$ cat src/sv/ucdscan_pkg.sv
package ucdscan_pkg;

  localparam int SLOTS_DEFAULT        = 4;
  localparam int BUFFER_BYTES_DEFAULT = 512;

  localparam int BYTE_W  = 8;
  localparam int CFG_W   = 8;
  localparam int CFG_IDX_W = 1;

  localparam logic [CFG_IDX_W-1:0] REG_FIRST_SLOT_IF = 1'd0;
  localparam logic [CFG_IDX_W-1:0] REG_LAST_SLOT_IF  = 1'd1;

  localparam logic [7:0] FIRST_SLOT_IF_RESET = 8'd0;
  localparam logic [7:0] LAST_SLOT_IF_RESET  = 8'd3;

  localparam logic [7:0] DESC_INTERFACE = 8'h04;
  localparam logic [7:0] DESC_ENDPOINT  = 8'h05;
  localparam logic [7:0] IFACE_NONE     = 8'hff;
  localparam int         EP_DIR_IN_BIT  = 7;
  localparam logic [1:0] XFER_INTERRUPT = 2'd3;

  localparam logic [7:0] MIN_HDR_LEN = 8'd2;
  localparam logic [7:0] MIN_EP_LEN  = 8'd7;
  localparam logic [7:0] MIN_IF_LEN  = 8'd9;

  localparam int TOTAL_LO_OFS = 2;
  localparam int TOTAL_HI_OFS = 3;
  localparam int REL_ADDR     = 2;
  localparam int REL_ATTR     = 3;
  localparam int REL_MPS_LO   = 4;
  localparam int REL_MPS_HI   = 5;
  localparam int REL_INTERVAL = 6;

  localparam logic CAUSE_USED_UP   = 1'b0;
  localparam logic CAUSE_MALFORMED = 1'b1;

  typedef struct packed {
    logic             restart;
    logic [BYTE_W-1:0] desc_byte;
  } item_t;

  typedef struct packed {
    logic        map_valid;
    logic [1:0]  slot_index;
    logic [7:0]  endpoint_address;
    logic [7:0]  endpoint_attributes;
    logic [15:0] max_packet_size;
    logic [7:0]  poll_interval;
    logic        finished;
    logic        stop_cause;
  } result_t;

endpackage

$ cat src/sv/ucdscan_in_stage.sv
module ucdscan_in_stage
  import ucdscan_pkg::*;
(
  input  logic  clk,
  input  logic  rst,
  input  logic  s_tvalid,
  output logic  s_tready,
  input  item_t s_item,
  input  logic  out_free,
  output logic  in_valid,
  output item_t item
);

  assign s_tready = !in_valid || out_free;

  always_ff @(posedge clk) begin
    if (rst) begin
      in_valid <= 1'b0;
    end else if (s_tready) begin
      in_valid <= s_tvalid;
    end
  end

  always_ff @(posedge clk) begin
    if (s_tvalid && s_tready) begin
      item <= s_item;
    end
  end

endmodule

$ cat src/sv/ucdscan_core.sv
module ucdscan_core
  import ucdscan_pkg::*;
#(
  parameter int SLOTS        = SLOTS_DEFAULT,
  parameter int BUFFER_BYTES = BUFFER_BYTES_DEFAULT
) (
  input  logic                 clk,
  input  logic                 rst,
  input  logic                 cfg_we,
  input  logic [CFG_IDX_W-1:0] cfg_index,
  input  logic [CFG_W-1:0]     cfg_data,
  input  logic                 take,
  input  item_t                item,
  output logic                 res_valid,
  output result_t              res
);

  localparam int OFS_W = $clog2(BUFFER_BYTES + 260);

  logic [7:0] first_slot_if;
  logic [7:0] last_slot_if;

  logic [OFS_W-1:0] byte_offset;
  logic [OFS_W-1:0] total_length;
  logic [OFS_W-1:0] desc_start;
  logic [7:0]       desc_length;
  logic [7:0]       desc_kind;
  logic [7:0]       current_interface;
  logic [7:0]       held_address;
  logic [7:0]       held_attributes;
  logic [15:0]      held_packet_size;
  logic             scan_stopped;
  logic             header_deferred;

  logic [OFS_W-1:0] byte_offset_next;
  logic [OFS_W-1:0] total_length_next;
  logic [OFS_W-1:0] desc_start_next;
  logic [7:0]       desc_length_next;
  logic [7:0]       desc_kind_next;
  logic [7:0]       current_interface_next;
  logic [7:0]       held_address_next;
  logic [7:0]       held_attributes_next;
  logic [15:0]      held_packet_size_next;
  logic             header_deferred_next;

  logic             active;
  logic [7:0]       b;
  logic [OFS_W-1:0] o;
  logic [OFS_W-1:0] start;
  logic [OFS_W-1:0] rel;
  logic [OFS_W-1:0] hpos;
  logic [OFS_W-1:0] next_start;
  logic [15:0]      total_raw;
  logic [7:0]       cur_iface;
  logic [7:0]       slot;
  logic             fin;
  logic             cause;
  logic             map;
  logic             deferred_chk;

  always_ff @(posedge clk) begin
    if (rst) begin
      first_slot_if <= FIRST_SLOT_IF_RESET;
      last_slot_if  <= LAST_SLOT_IF_RESET;
    end else if (cfg_we) begin
      case (cfg_index)
        REG_FIRST_SLOT_IF: first_slot_if <= cfg_data;
        REG_LAST_SLOT_IF:  last_slot_if  <= cfg_data;
        default: ;
      endcase
    end
  end

  always_comb begin
    b      = item.desc_byte;
    active = item.restart || !scan_stopped;

    // restart begins a fresh scan with this byte at offset zero
    o                     = item.restart ? '0 : byte_offset;
    start                 = item.restart ? '0 : desc_start;
    total_length_next     = item.restart ? '0 : total_length;
    desc_length_next      = item.restart ? '0 : desc_length;
    desc_kind_next        = item.restart ? '0 : desc_kind;
    cur_iface             = item.restart ? IFACE_NONE : current_interface;
    held_address_next     = item.restart ? '0 : held_address;
    held_attributes_next  = item.restart ? '0 : held_attributes;
    held_packet_size_next = item.restart ? '0 : held_packet_size;
    header_deferred_next  = item.restart ? 1'b0 : header_deferred;
    current_interface_next = cur_iface;
    desc_start_next       = start;
    byte_offset_next      = o + OFS_W'(1);

    total_raw = {b, total_length_next[7:0]};
    if (o == OFS_W'(TOTAL_LO_OFS)) begin
      total_length_next = OFS_W'(b);
    end else if (o == OFS_W'(TOTAL_HI_OFS)) begin
      if ({1'b0, total_raw} > 17'(BUFFER_BYTES)) begin
        total_length_next = OFS_W'(BUFFER_BYTES);
      end else begin
        total_length_next = total_raw[OFS_W-1:0];
      end
    end

    rel = o - start;
    if (rel == '0) begin
      desc_length_next = b;
    end else if (rel == OFS_W'(1)) begin
      desc_kind_next = b;
    end else if (rel == OFS_W'(REL_ADDR)) begin
      held_address_next = b;
    end else if (rel == OFS_W'(REL_ATTR)) begin
      held_attributes_next = b;
    end else if (rel == OFS_W'(REL_MPS_LO)) begin
      held_packet_size_next = {8'h00, b};
    end else if (rel == OFS_W'(REL_MPS_HI)) begin
      held_packet_size_next = {b, held_packet_size_next[7:0]};
    end

    fin   = 1'b0;
    cause = CAUSE_USED_UP;

    // header of a short first descriptor, checked once the total is known
    deferred_chk = (o == OFS_W'(TOTAL_HI_OFS)) && header_deferred_next;
    if (deferred_chk) begin
      header_deferred_next = 1'b0;
      if (total_length_next < OFS_W'(MIN_HDR_LEN)) begin
        fin = 1'b1;
        cause = CAUSE_USED_UP;
      end else if (start > total_length_next) begin
        fin = 1'b1;
        cause = CAUSE_MALFORMED;
      end else if (start + OFS_W'(2) > total_length_next) begin
        fin = 1'b1;
        cause = CAUSE_USED_UP;
      end
    end

    hpos = (start + OFS_W'(1) < OFS_W'(TOTAL_HI_OFS)) ? OFS_W'(TOTAL_HI_OFS)
                                                      : start + OFS_W'(1);
    if (!fin && o == hpos) begin
      if (start + OFS_W'(2) > total_length_next) begin
        fin = 1'b1;
        cause = CAUSE_USED_UP;
      end else if (desc_length_next < MIN_HDR_LEN ||
                   start + OFS_W'(desc_length_next) > total_length_next) begin
        fin = 1'b1;
        cause = CAUSE_MALFORMED;
      end
    end

    slot = cur_iface - first_slot_if;
    map  = !fin && rel == OFS_W'(REL_INTERVAL) && desc_kind_next == DESC_ENDPOINT &&
           desc_length_next >= MIN_EP_LEN &&
           cur_iface >= first_slot_if && cur_iface <= last_slot_if &&
           held_address_next[EP_DIR_IN_BIT] &&
           held_attributes_next[1:0] == XFER_INTERRUPT &&
           {1'b0, slot} < 9'(SLOTS);

    next_start = start + OFS_W'(desc_length_next);
    if (!fin && desc_length_next >= MIN_HDR_LEN &&
        rel == OFS_W'(desc_length_next - 8'd1)) begin
      if (desc_kind_next == DESC_INTERFACE && desc_length_next >= MIN_IF_LEN) begin
        current_interface_next = held_address_next;
      end
      if (o < OFS_W'(TOTAL_HI_OFS)) begin
        header_deferred_next = 1'b1;
        desc_start_next = next_start;
      end else if (next_start + OFS_W'(2) > total_length_next) begin
        fin = 1'b1;
        cause = CAUSE_USED_UP;
      end else begin
        desc_start_next = next_start;
      end
    end

    res_valid               = active && (map || fin);
    res.map_valid           = map;
    res.slot_index          = map ? slot[1:0] : 2'd0;
    res.endpoint_address    = map ? held_address_next : 8'd0;
    res.endpoint_attributes = map ? held_attributes_next : 8'd0;
    res.max_packet_size     = map ? held_packet_size_next : 16'd0;
    res.poll_interval       = map ? b : 8'd0;
    res.finished            = fin;
    res.stop_cause          = fin ? cause : CAUSE_USED_UP;
  end

  always_ff @(posedge clk) begin
    if (rst) begin
      scan_stopped <= 1'b1;
    end else if (take && active) begin
      scan_stopped <= fin;
    end
  end

  always_ff @(posedge clk) begin
    if (take && active) begin
      byte_offset       <= byte_offset_next;
      total_length      <= total_length_next;
      desc_start        <= desc_start_next;
      desc_length       <= desc_length_next;
      desc_kind         <= desc_kind_next;
      current_interface <= current_interface_next;
      held_address      <= held_address_next;
      held_attributes   <= held_attributes_next;
      held_packet_size  <= held_packet_size_next;
      header_deferred   <= header_deferred_next;
    end
  end

  a_idle_silent: assert property (@(posedge clk) disable iff (rst)
    take && scan_stopped && !item.restart |-> !res_valid)
    else $error("result while scan idle");

  a_fin_stops: assert property (@(posedge clk) disable iff (rst)
    take && res_valid && res.finished |=> scan_stopped)
    else $error("scan still running after finish");

  a_start_behind: assert property (@(posedge clk) disable iff (rst)
    !scan_stopped |-> desc_start <= byte_offset)
    else $error("descriptor start ahead of offset");

  a_deferred_early: assert property (@(posedge clk) disable iff (rst)
    !scan_stopped && header_deferred |->
      byte_offset == OFS_W'(TOTAL_LO_OFS) || byte_offset == OFS_W'(TOTAL_HI_OFS))
    else $error("deferred header check pending past total length");

endmodule

$ cat src/sv/ucdscan_out_stage.sv
module ucdscan_out_stage
  import ucdscan_pkg::*;
(
  input  logic    clk,
  input  logic    rst,
  input  logic    take,
  input  logic    res_valid,
  input  result_t res,
  output logic    out_free,
  output logic    m_tvalid,
  input  logic    m_tready,
  output result_t m_res
);

  assign out_free = !m_tvalid || m_tready;

  always_ff @(posedge clk) begin
    if (rst) begin
      m_tvalid <= 1'b0;
    end else if (out_free) begin
      m_tvalid <= take && res_valid;
    end
  end

  always_ff @(posedge clk) begin
    if (out_free && take && res_valid) begin
      m_res <= res;
    end
  end

endmodule

$ cat src/sv/usb_config_descriptor_endpoint_scan_unit.sv
// Scans a USB configuration descriptor set arriving one byte per transfer
// (restart in s_tuser marks offset zero) and reports each interrupt-IN
// endpoint of an interface inside the configured slot window, plus one
// final transfer with tlast when the scan ends (stop cause in m_tuser[1]).
// One byte is accepted every clock unless the output stalls; each byte is
// held in the input register and its result in the result register, and
// s_tready follows m_tready combinationally when both registers are full.
// Bytes without restart after the scan has ended are consumed silently.
module usb_config_descriptor_endpoint_scan_unit
  import ucdscan_pkg::*;
#(
  parameter int SLOTS        = SLOTS_DEFAULT,
  parameter int BUFFER_BYTES = BUFFER_BYTES_DEFAULT
) (
  input  logic                 clk,
  input  logic                 rst,
  input  logic                 cfg_we,
  input  logic [CFG_IDX_W-1:0] cfg_index,
  input  logic [CFG_W-1:0]     cfg_data,
  input  logic                 s_tvalid,
  output logic                 s_tready,
  input  logic [7:0]           s_tdata,  // desc_byte
  input  logic                 s_tuser,  // restart
  output logic                 m_tvalid,
  input  logic                 m_tready,
  output logic [47:0]          m_tdata,  // slot_index, endpoint_address,
                                         // endpoint_attributes, max_packet_size,
                                         // poll_interval, zero fill
  output logic [1:0]           m_tuser,  // map_valid, stop_cause
  output logic                 m_tlast   // finished
);

  item_t   s_item;
  item_t   item;
  logic    in_valid;
  logic    out_free;
  logic    take;
  logic    res_valid;
  result_t res;
  result_t m_res;

  assign s_item.desc_byte = s_tdata;
  assign s_item.restart   = s_tuser;
  assign take             = in_valid && out_free;

  ucdscan_in_stage u_in (
    .clk      (clk),
    .rst      (rst),
    .s_tvalid (s_tvalid),
    .s_tready (s_tready),
    .s_item   (s_item),
    .out_free (out_free),
    .in_valid (in_valid),
    .item     (item)
  );

  ucdscan_core #(
    .SLOTS        (SLOTS),
    .BUFFER_BYTES (BUFFER_BYTES)
  ) u_core (
    .clk       (clk),
    .rst       (rst),
    .cfg_we    (cfg_we),
    .cfg_index (cfg_index),
    .cfg_data  (cfg_data),
    .take      (take),
    .item      (item),
    .res_valid (res_valid),
    .res       (res)
  );

  ucdscan_out_stage u_out (
    .clk       (clk),
    .rst       (rst),
    .take      (take),
    .res_valid (res_valid),
    .res       (res),
    .out_free  (out_free),
    .m_tvalid  (m_tvalid),
    .m_tready  (m_tready),
    .m_res     (m_res)
  );

  assign m_tdata = {6'd0, m_res.poll_interval, m_res.max_packet_size,
                    m_res.endpoint_attributes, m_res.endpoint_address,
                    m_res.slot_index};
  assign m_tuser = {m_res.stop_cause, m_res.map_valid};
  assign m_tlast = m_res.finished;

endmodule

$ cat config.mk
export PLATFORM = sky130hd
export DESIGN_NAME = usb_config_descriptor_endpoint_scan_unit
export DESIGN_NICKNAME = d
export VERILOG_FILES = /design/src/sv/ucdscan_pkg.sv /design/src/sv/ucdscan_in_stage.sv /design/src/sv/ucdscan_core.sv /design/src/sv/ucdscan_out_stage.sv /design/src/sv/usb_config_descriptor_endpoint_scan_unit.sv
export SDC_FILE = /design/constraint.sdc
export NUM_CORES = 1
export LEC_CHECK = 0
export BUFFER_PORTS_ARGS = -buffer_cell sky130_fd_sc_hd__buf_4
export CORE_AREA = 2 2 180 182
export CTS_BUF_LIST = sky130_fd_sc_hd__clkbuf_4 sky130_fd_sc_hd__clkbuf_8
export CTS_CLUSTER_SIZE = 20
export DETAILED_ROUTE_END_ITERATION = 10
export DIE_AREA = 0 0 182 184
export SLEW_MARGIN = 25
export SYNTH_ARGS = -nofsm -noshare
export SYNTH_HDL_FRONTEND = slang
export SYNTH_SLANG_ARGS = --single-unit
$ cat constraint.sdc
create_clock -name clk -period 30 [get_ports clk]
set_input_delay 1.5 -clock clk [delete_from_list [all_inputs] [get_ports clk]]
set_output_delay 1.5 -clock clk [all_outputs]
set_load 0.01 [all_outputs]
==> summary.txt, run 1 <==
Placed design
  – DP HPWL: 21800 µm
  – Routability cong.: 0.931
  – Placement-stage cell area: 11800 µm²
  – Cell Count Post-Placement: 1586
  – Dpl ws: 18.96 ns
  – # port buffers: 69

Synth
  – Largest family of logic cells by synthesized area: simple AND/OR/NAND/NOR gates
  – Synthesis-stage register bit count: 160
  – Post-synth EDFFs: 141
  – Post-Synth Adder-Cell Area: 0.0914
  – Mapped Area: 10900 µm²
  – Mux cell area share after synthesis: 0.0472
  – Synth Area in XOR/XNOR: 0.0561
  – Synth Area in Compound Gates: 0.127
  – Simple-gate share of the synthesized area: 0.203
  – Ys Warns: 0
  – Ys async rst share: 0
  – Post-synthesis cell type count: 75
  – Cells after Synth: 1158
  – Commonest register cell after synthesis: edfxtp_1
  – Syn avg cell area: 9.43 µm²
  – Sequential-to-total area share from yosys stat: 0.423

Critical path
  – Crit-path max FO: 66
  – CP max stage delay: 0.85 ns
  – R2r setup slk: 18.82 ns
  – CP endpoint kind: flop
  – Setup CP Type: reg -> reg
  – Required @ worst endpoint: 30.23 ns
  – CP Data Arrival Time: 11.41 ns
  – CP startpoint kind: flop
  – Slowest CP cell: or4b_1

Global routing
  – First-pass GRT wire length: 46200 µm
  – Initial antenna violation count: 1
  – Vias in the first global route: 8159
  – Largest net degree at the start of global routing: 69
  – Grt ovf: 0
  – GRT Util Overall: 0.178

Clock network
  – # resized after CTS: 0
  – Reg clk slew, reported paths: 0.09 ns
  – Clock Root Buffer: clkbuf_8
  – Hold_buf cts: 0
  – Postcts setup bufs: 0
  – CTS tree: done
  – CTS Sinks: 160
  – Worst-skew pair later-pin latency: 0.49 ns
  – Max Root-Sink Buffers: 2
  – CTS H-tree lvls: 4
  – CTS buffer count: 17

Routing
  – First drt pass iteration count: 5
  – Wirelength per Cell: 18.3 µm
  – Drt total wl: 29500 µm
  – Number of vias per cell: 5.39
  – Initial DRC Count: 745
  – DR DRC count: 0
  – Via Count: 8724
  – Routed Antenna Nets: 0

Floorplanning
  – Die Ht: 184 µm
  – I/O pins: 76
  – Die Wd: 182 µm
  – Die ar.: 33500 µm²
  – Row count: 65
  – Core area: 31400 µm²
  – Starting Density: 0.348

Status
  – Run status: finished, final reports clean

Cells and area
  – Commonest non-fill, non-tap cell in the layout: edfxtp_1
  – Final cell count without fillers: 1619
  – Fraction of layout cells with a size suffix above 1: 0.132
  – Final instance area: 12300 µm²
  – Synth-to-layout area growth: 12.2%
  – Commonest non-fill, non-tap cells in the layout: edfxtp_1, nand2_1, nor2_1
  – Nets: 1304
  – Number of fillers in the final layout: 3143

Timing
  – Least-Margin Pin Slew: 0.898 ns
  – Clock Skews: 0.0270 ns
  – Setup violators final: 0
  – Period minus WS final: 11.18 ns
  – Final period util: 0.373
  – Max_slew headroom: 0.393
  – F_max: 0.0895 GHz
  – Max Slew Vio Count: 0
  – Setup ws final: 18.82 ns
  – RSZ-0062 raised after global routing: no
  – Final Hold Viols: 0
  – Sum Neg Setup Slack: 0 ns

Power and ir drop
  – Power density over cell area: 45.4 nW/µm²
  – Worst VDD drop: 0.0000307 V
  – Leakage: 4.62 nW
  – Power Total: 556 µW

Worst hold path
  – Hold Path Class: reg -> reg

Job
  – Number of max-cap violations: 0
[critical path: cells and delay by family, from the launching register on]
kind | cells | cell delay (ns)
xor gates and xnor gates | 1 | 0.25
buffers and inverters | 6 | 1.65
DFF | 1 | 0.66
muxes | 3 | 1.23
AOI/OAI and AO/OA | 15 | 3.25
adders and majority gates | 5 | 1.63
and+or+nand+nor | 6 | 2.16
[cells by family (layout without fill, tap and decap cells)]
logic type      after synthesis  after routing
simple gates                446            446
compound gates              215            215
flops                       160            160
buf+inv                     142            195
fa+ha+maj                    78             78
xor+xnor                     70             70
mux                          46             46
other cells                   1              7
[sequential cells by signal, indices dropped and copies added (netlist names)]
| name | count |
|---|---|
| u_core.byte_offset | 10 |
| u_core.current_interface | 8 |
| u_core.desc_kind | 8 |
| u_core.desc_length | 8 |
| u_core.desc_start | 10 |
| u_core.first_slot_if | 8 |
| u_core.header_deferred | 1 |
| u_core.held_address | 8 |
| u_core.held_attributes | 8 |
| u_core.held_packet_size | 16 |
| u_core.last_slot_if | 8 |
| u_core.scan_stopped | 1 |
| u_core.total_length | 10 |
| u_in.in_valid | 1 |
| u_in.item | 9 |
| u_out.m_res | 45 |
| u_out.m_tvalid | 1 |
[synthesized netlist by cell type (4+ instances only)]
cell type / instances / area (µm²)
edfxtp_1: 141 / 4230
nand2_1: 130 / 488
nor2_1: 110 / 413
inv_1: 80 / 300
ha_1: 75 / 938
o21ai_0: 59 / 295
a21oi_1: 53 / 265
clkbuf_1: 51 / 191
xnor2_1: 46 / 403
nor2b_1: 42 / 263
nand3_1: 29 / 145
nor3_1: 29 / 145
xor2_1: 24 / 210
mux2i_1: 23 / 230
dfxtp_1: 19 / 380
mux2_2: 16 / 180
a31oi_1: 15 / 93.8
nand2b_1: 14 / 87.6
nand4_1: 13 / 81.3
nor4_1: 12 / 75.1
nor3b_1: 11 / 82.6
o21bai_1: 11 / 82.6
a21o_1: 10 / 75.1
o21a_1: 8 / 60.1
or2_2: 8 / 50.1
or4_1: 8 / 60.1
and3_1: 7 / 43.8
buf_4: 7 / 52.6
mux2_4: 7 / 105
or3_1: 7 / 43.8
a211oi_1: 6 / 45.0
o31ai_1: 5 / 37.5
a21boi_0: 4 / 30.0
and2_1: 4 / 25.0
nor4b_1: 4 / 35.0
o22ai_1: 4 / 25.0
[worst paths after layout]
check | to | from | depth (start not counted)
worst max-delay path | u_core.desc_start[2]$_DFFE_PP_ | u_in.item[8]$_DFFE_PP_ | 36
worst min-delay path | u_core.last_slot_if[4]$_SDFFE_PP0P_ | u_core.last_slot_if[4]$_SDFFE_PP0P_ | 2
worst max register to register | u_core.desc_start[2]$_DFFE_PP_ | u_in.item[8]$_DFFE_PP_ | 36
worst min register to register | u_core.last_slot_if[4]$_SDFFE_PP0P_ | u_core.last_slot_if[4]$_SDFFE_PP0P_ | 2
[per-layer routing]
metal | track usage | vias up | share of wire
li1 | - | 4227 | -
met5 | 0 | - | 0
met1 | 0.256 | 4173 | 0.48
met3 | 0.0363 | 36 | 0.058
met2 | 0.271 | 288 | 0.44
met4 | 0.0516 | 0 | 0.017
[where the power goes]
part | switching (mW) | internal, mW
Sequential | 0.00793 | 0.249
Clock | 0.0945 | 0.0862
Combinational | 0.0734 | 0.0442
Total | 0.176 | 0.380
[through the flow]
stage / utilization / hold WS [ns]
after global routing: 0.390 / 0.485
after global placement: 0.376 / 0.444
after detailed placement: 0.376 / 0.450
final: 0.390 / 0.459
after floorplan: - / 0.436
after CTS: 0.390 / 0.463
[cell type report]
| cell class | instances | area, µm² | share of cell area |
|---|---|---|---|
| inverters | 81 | 305 | 0.0249 |
| flip-flops and latches | 160 | 4610 | 0.377 |
| repair buffers | 82 | 616 | 0.0503 |
| clock buffers | 18 | 241 | 0.0197 |
| multi-input cells | 861 | 5780 | 0.472 |
| clock inverters | 14 | 190 | 0.0155 |
| diodes | 1 | 2.50 | 0.000204 |
| well taps | 402 | 503 | 0.0411 |
Note: power is estimated with default switching activity, not from simulation.
==> run 2: changes to the inputs <==
--- a/config.mk
+++ b/config.mk
@@ -5,6 +5,7 @@
 export SDC_FILE = /design/constraint.sdc
 export NUM_CORES = 1
 export LEC_CHECK = 0
+export ABC_AREA = 1
 export BUFFER_PORTS_ARGS = -buffer_cell sky130_fd_sc_hd__buf_4
 export CORE_AREA = 2 2 180 182
 export CTS_BUF_LIST = sky130_fd_sc_hd__clkbuf_4 sky130_fd_sc_hd__clkbuf_8
==> constraint.sdc (replaced) <==
create_clock -name clk -period 9.6 [get_ports clk]
set_input_delay 0.48 -clock clk [delete_from_list [all_inputs] [get_ports clk]]
set_output_delay 0.48 -clock clk [all_outputs]
set_load 0.01 [all_outputs]
==> summary.txt, run 2 <==
Status
  – Run status: finished, final reports clean (unchanged)

Global routing
  – First-pass GRT wire length: 45500 µm (was 46200 µm)
  – Busiest layer in global routing: met2 (unchanged)
  – Grt met1 use: 0.248 (was 0.256)
  – Initial antenna violation count: 0 (was 1)
  – Met3 usage in global routing: 0.0311 (was 0.0363)
  – Met2 Usage GRT: 0.270 (was 0.271)
  – Grt ovf: 0 (unchanged)
  – GRT Util Overall: 0.174 (was 0.178)
  – Largest net degree at the start of global routing: 73 (was 69)
  – Vias in the first global route: 8368 (was 8159)

Clock network
  – # resized after CTS: 0 (unchanged)
  – Postcts setup bufs: 0 (unchanged)
  – Reg clk slew, reported paths: 0.09 ns (about the same)
  – Hold_buf cts: 0 (unchanged)
  – Worst-skew pair later-pin latency: 0.49 ns (about the same)
  – CTS buffer count: 17 (unchanged)
  – CTS tree: done (unchanged)
  – Max Root-Sink Buffers: 2 (unchanged)
  – Clock Root Buffer: clkbuf_8 (unchanged)
  – CTS H-tree lvls: 4 (unchanged)
  – CTS Sinks: 160 (unchanged)

Critical path
  – CP max stage delay: 0.52 ns (was 0.85 ns)
  – CP startpoint kind: flop (unchanged)
  – CP endpoint kind: flop (unchanged)
  – CP Data Arrival Time: 8.63 ns (was 11.41 ns)
  – Required @ worst endpoint: 9.74 ns (was 30.23 ns)
  – Slowest CP cell: o41ai_1 (was or4b_1)
  – Setup CP Type: reg -> reg (unchanged)
  – Most Frequent Cell on Critical Path: nand2_1
  – Crit-path max FO: 30 (was 66)

Cells and area
  – Commonest non-fill, non-tap cell in the layout: nand2_1 (was edfxtp_1)
  – Nets: 1484 (was 1304)
  – Biggest regs: u_out.m_res (45), u_core.held_packet_size (16) (unchanged)
  – Max reg flops: 45 (unchanged)
  – # diodes: 0 (was 1)
  – Commonest non-fill, non-tap cells in the layout: nand2_1, inv_1, nor2_1 (was edfxtp_1, nand2_1, nor2_1)
  – Synth-to-layout area growth: 11.1% (was 12.2%)
  – Fraction of layout cells with a size suffix above 1: 0.133 (was 0.132)
  – Biggest register: u_out.m_res (unchanged)

Timing
  – Period minus WS final: 8.49 ns (was 11.18 ns)
  – Max Slew Vio Count: 0 (unchanged)
  – Clock Skews: 0.0217 ns (was 0.0270 ns)
  – F_max: 0.118 GHz (was 0.0895 GHz)
  – Setup violators final: 0 (unchanged)
  – Final period util: 0.884 (was 0.373)
  – Hold slack: 0.179 ns (was 0.459 ns)
  – RSZ-0062 raised after global routing: no (unchanged)
  – Max_slew headroom: 0.352 (was 0.393)
  – Setup ws final: 1.11 ns (was 18.82 ns)
  – Final Hold Viols: 0 (unchanged)
  – Least-Margin Pin Slew: 0.973 ns (was 0.898 ns)
  – Sum Neg Setup Slack: 0 ns (unchanged)

Synth
  – Count leader, synth: nand2_1 (was edfxtp_1)
  – Area leader, netlist: edfxtp_1 (unchanged)
  – Ys async rst share: 0 (unchanged)
  – Post-synth top cells: nand2_1, inv_1, nor2_1 (was edfxtp_1, nand2_1, nor2_1)
  – Synthesis-stage register bit count: 160 (unchanged)
  – Post-synthesis cell type count: 53 (was 75)
  – Ys Warns: 0 (unchanged)
  – Synth area leaders: edfxtp_1, nand2_1, ha_1 (was edfxtp_1, ha_1, nand2_1)
  – Sequential-to-total area share from yosys stat: 0.424 (was 0.423)
  – Mapped Area: 10900 µm² (about the same)
  – Cells after Synth: 1319 (was 1158)
  – Commonest register cell after synthesis: edfxtp_1 (unchanged)
  – Post-synth EDFFs: 141 (unchanged)
  – Synth top area share: 0.389 (was 0.388)
  – Syn avg cell area: 8.25 µm² (was 9.43 µm²)

Floorplanning
  – Die ar.: 33500 µm² (unchanged)
  – Core area: 31400 µm² (unchanged)
  – Row count: 65 (unchanged)
  – Starting Density: 0.347 (was 0.348)
  – Die Wd: 182 µm (unchanged)
  – I/O pins: 76 (unchanged)
  – Die Ht: 184 µm (unchanged)

Power and ir drop
  – Worst VDD drop: 0.0000943 V (was 0.0000307 V)
  – Power Total: 1.55 mW (was 556 µW)
  – Power density over cell area: 128 nW/µm² (was 45.4 nW/µm²)
  – Leakage: 5.44 nW (was 4.62 nW)

Routing
  – DR DRC count: 0 (unchanged)
  – Number of vias per cell: 4.94 (was 5.39)
  – Wirelength per Cell: 16.0 µm (was 18.3 µm)
  – Drt total wl: 28700 µm (was 29500 µm)
  – Initial DRC Count: 837 (was 745)
  – First drt pass iteration count: 6 (was 5)
  – Via Count: 8890 (was 8724)
  – Routed Antenna Nets: 0 (unchanged)

Placed design
  – Routability cong.: 0.949 (was 0.931)
  – DP HPWL: 21500 µm (was 21800 µm)
  – # port buffers: 69 (unchanged)
  – Dpl ws: 1.24 ns (was 18.96 ns)

Job
  – Number of max-cap violations: 0 (unchanged)

Worst hold path
  – Hold Path Class: in -> reg (was reg -> reg)
run 2: per-layer routing:
metal | routed length, µm | up-vias
met5 | 0 | -
met4 | 598 | 0
met3 | 1650 | 41
met1 | 13700 | 4103
met2 | 12700 | 271
li1 | - | 4475
run 2: logic make-up (layout without fill, tap and decap cells):
kind of cell    after synthesis  after routing  synth area share
flops                       160            160             0.424
xor+xnor                     41             41            0.0330
fa+ha+maj                    78             78            0.0917
buf+inv                     252            324            0.0961
simple gates                608            608             0.261
other cells                   1              6          0.000345
compound gates              179            179            0.0940
run 2: final timing paths:
check | from | endpoint | slack, ns | cells after the start
setup / recovery | u_in.item[8]$_DFFE_PP_ | u_out.m_res[6]$_SDFFCE_PN0P_ | 1.11 | 40
hold / removal | s_tdata[5] | u_in.item[5]$_DFFE_PP_ | 0.18 | 1
setup reg to reg | u_in.item[8]$_DFFE_PP_ | u_out.m_res[6]$_SDFFCE_PN0P_ | 1.11 | 40
hold reg to reg | u_core.last_slot_if[5]$_SDFFE_PP0P_ | u_core.last_slot_if[5]$_SDFFE_PP0P_ | 0.47 | 2
run 2: metrics by stage:
| step | area [µm²] | cells | utilization |
|---|---|---|---|
| 2_1_floorplan | 10900 | 1324 | - |
| 3_5_place_dp | 11700 | 1766 | 0.374 |
| 3_3_place_gp | 11700 | 1766 | 0.374 |
| 5_1_grt | 12100 | 1798 | 0.385 |
| 6_report | 12100 | 1798 | 0.385 |
| 4_1_cts | 12100 | 1798 | 0.385 |
run 2: area by class of cell:
cell class	instances	area (µm²)
tap	402	503
multi-input combinational	912	5240
fill	3250	19300
sequential	160	4610
clock inverter	13	105
timing repair buffer	75	563
clock buffer	19	249
inverter	217	816
run 2: critical path: cells and delay by family, from the launching register on:
kind,cells,cell delay (ns)
buf+inv,7,1.60
simple gates,20,2.94
compound gates,7,1.52
flops,1,0.36
fa+ha+maj,5,1.40
xor+xnor,1,0.30
run 2: where the power goes:
group	switching, mW	internal (mW)
combinational	0.197	0.0942
clock	0.282	0.189
sequential	0.0104	0.776
total	0.488	1.06
==> run 3: changes to the inputs <==
--- a/config.mk
+++ b/config.mk
@@ -6,7 +6,7 @@
 export NUM_CORES = 1
 export LEC_CHECK = 0
 export ABC_AREA = 1
-export BUFFER_PORTS_ARGS = -buffer_cell sky130_fd_sc_hd__buf_4
+export BUFFER_PORTS_ARGS = -buffer_cell sky130_fd_sc_hd__buf_2
 export CORE_AREA = 2 2 180 182
 export CTS_BUF_LIST = sky130_fd_sc_hd__clkbuf_4 sky130_fd_sc_hd__clkbuf_8
 export CTS_CLUSTER_SIZE = 20
==> summary.txt, run 3 (same netlist as run 2, synthesis figures left out) <==
Power and ir drop
  – P_int: 1.09 mW (was 1.06 mW)
  – Leakage: 5.37 nW (was 5.44 nW)
  – Worst VDD drop: 0.0000806 V (was 0.0000943 V)
  – Switching power: 498 µW (was 488 µW)
  – Power Total: 1.58 mW (was 1.55 mW)
  – Combinational Power Share: 0.182 (was 0.188)
  – Sw Ratio: 0.315 (was 0.316)
  – Sequential power share: 0.496 (was 0.508)
  – Power density over cell area: 132 nW/µm² (was 128 nW/µm²)
  – Clock power share: 0.322 (was 0.304)

Cells and area
  – Biggest register: u_out.m_res (unchanged)
  – Max reg flops: 45 (unchanged)
  – Synth-to-layout area growth: 9.90% (was 11.1%)
  – Nets: 1484 (unchanged)
  – Commonest non-fill, non-tap cells in the layout: nand2_1, inv_1, nor2_1 (unchanged)
  – # diodes: 0 (unchanged)
  – Commonest non-fill, non-tap cell in the layout: nand2_1 (unchanged)
  – Final Core Density: 0.381 (was 0.385)
  – Fraction of layout cells with a size suffix above 1: 0.133 (unchanged)
  – Biggest regs: u_out.m_res (45), u_core.held_packet_size (16) (unchanged)

Routing
  – Drt total wl: 29100 µm (was 28700 µm)
  – DR DRC count: 0 (unchanged)
  – Via Count: 8886 (was 8890)
  – Wirelength per Cell: 16.2 µm (was 16.0 µm)
  – Routed Antenna Nets: 0 (unchanged)
  – Number of vias per cell: 4.94 (about the same)
  – First drt pass iteration count: 6 (unchanged)
  – Initial DRC Count: 737 (was 837)

Job
  – Number of max-cap violations: 0 (unchanged)

Clock network
  – Clock Root Buffer: clkbuf_8 (unchanged)
  – Postcts setup bufs: 0 (unchanged)
  – CTS tree: done (unchanged)
  – Reg clk slew, reported paths: 0.10 ns (was 0.09 ns)
  – CTS buffer count: 17 (unchanged)
  – Hold_buf cts: 0 (unchanged)
  – CTS H-tree lvls: 4 (unchanged)
  – Max Root-Sink Buffers: 2 (unchanged)
  – Worst-skew pair later-pin latency: 0.48 ns (was 0.49 ns)
  – CTS Sinks: 160 (unchanged)
  – # resized after CTS: 0 (unchanged)

Timing
  – Final Hold Viols: 0 (unchanged)
  – Final period util: 0.834 (was 0.884)
  – F_max: 0.125 GHz (was 0.118 GHz)
  – RSZ-0062 raised after global routing: no (unchanged)
  – Max_slew headroom: 0.349 (was 0.352)
  – Max Slew Vio Count: 0 (unchanged)
  – Sum Neg Setup Slack: 0 ns (unchanged)
  – Clock Skews: 0.0154 ns (was 0.0217 ns)
  – Least-Margin Pin Slew: 0.976 ns (was 0.973 ns)
  – Setup violators final: 0 (unchanged)
  – Period minus WS final: 8.00 ns (was 8.49 ns)

Worst hold path
  – Hold Path Class: in -> reg (unchanged)
  – Startpoint of the worst hold path: s_tdata[7] (was s_tdata[5])

Global routing
  – First-pass GRT wire length: 45500 µm (about the same)
  – Initial antenna violation count: 0 (unchanged)
  – GRT Util Overall: 0.176 (was 0.174)
  – Vias in the first global route: 8304 (was 8368)
  – Largest net degree at the start of global routing: 65 (was 73)
  – Grt ovf: 0 (unchanged)

Placed design
  – # port buffers: 69 (unchanged)
  – Routability cong.: 0.901 (was 0.949)
  – DP HPWL: 21600 µm (was 21500 µm)

Critical path
  – R2r setup slk: 1.60 ns (was 1.11 ns)
  – CP max stage delay: 0.61 ns (was 0.52 ns)
  – Setup CP Type: reg -> reg (unchanged)
  – Crit path launch: u_in.item[8]$_DFFE_PP_ (unchanged)
  – Slowest CP cell: nand4_4 (was o41ai_1)
  – Crit-path max FO: 43 (was 30)
  – CP startpoint kind: flop (unchanged)
  – Required @ worst endpoint: 9.89 ns (was 9.74 ns)
  – Most Frequent Cell on Critical Path: nand2_1 (unchanged)
  – CP Data Arrival Time: 8.29 ns (was 8.63 ns)
  – CP endpoint kind: flop (unchanged)
  – R2R Path Start: u_in.item[8]$_DFFE_PP_ (unchanged)

Floorplanning
  – Die ar.: 33500 µm² (unchanged)
  – Core area: 31400 µm² (unchanged)
  – Starting Density: 0.347 (unchanged)
  – Die Wd: 182 µm (unchanged)
  – Die Ht: 184 µm (unchanged)
  – Row count: 65 (unchanged)
  – I/O pins: 76 (unchanged)

Status
  – Run status: finished, final reports clean (unchanged)
run 3: worst paths after layout:
check	end	cells after the start
worst max register to register	u_out.m_res[18]$_SDFFCE_PN0P_	37
worst max-delay path	u_out.m_res[18]$_SDFFCE_PN0P_	37
worst min register to register	u_core.last_slot_if[5]$_SDFFE_PP0P_	2
worst min-delay path	u_in.item[7]$_DFFE_PP_	1
run 3: final cells by class:
type                            count  area [µm²]
Multi-Input combinational cell    912        5250
Tap cell                          402         503
Timing Repair Buffer               75         390
Clock buffer                       18         241
Sequential cell                   160        4610
Clock inverter                     14         146
Fill cell                        3245       19400
Inverter                          217         816
run 3: per-stage QoR:
step	hold slack [ns]	instance area, µm²	setup slack [ns]	cells
6_report	0.178	12000	1.60	1798
3_5_place_dp	0.459	11600	1.62	1766
3_3_place_gp	0.453	11600	1.66	1766
4_1_cts	0.142	12000	1.56	1798
2_1_floorplan	0.434	10900	1.95	1324
5_1_grt	0.151	12000	0.744	1798
run 3: metal layers:
metal,share of wire,wire (µm),up-vias,global-route usage
met1,0.47,13700,4075,0.247
met5,0,0,-,0
met4,0.020,587,0,0.0506
li1,-,-,4478,-
met3,0.057,1660,48,0.0271
met2,0.45,13200,285,0.281
run 3: power by group through the flow:
stage | sequential (mW) | clock (mW) | combinational [mW]
detailed placement | 0.801 | 0 | 0.284
floorplan | 0.799 | 0 | 0.214
global placement | 0.801 | 0 | 0.281
CTS | 0.786 | 0.524 | 0.287
finish | 0.786 | 0.510 | 0.289
global route | 0.788 | 0.546 | 0.326
run 3: critical path: cells and delay by family, from the launching register on:
kind | cells | cell delay (ns)
AND/OR/NAND/NOR | 20 | 3.76
XOR/XNOR | 1 | 0.24
AO/OA/AOI/OAI | 6 | 1.15
flip-flops | 1 | 0.41
adder cells (fa/ha/maj) | 4 | 1.35
buffers and inverters | 6 | 0.87
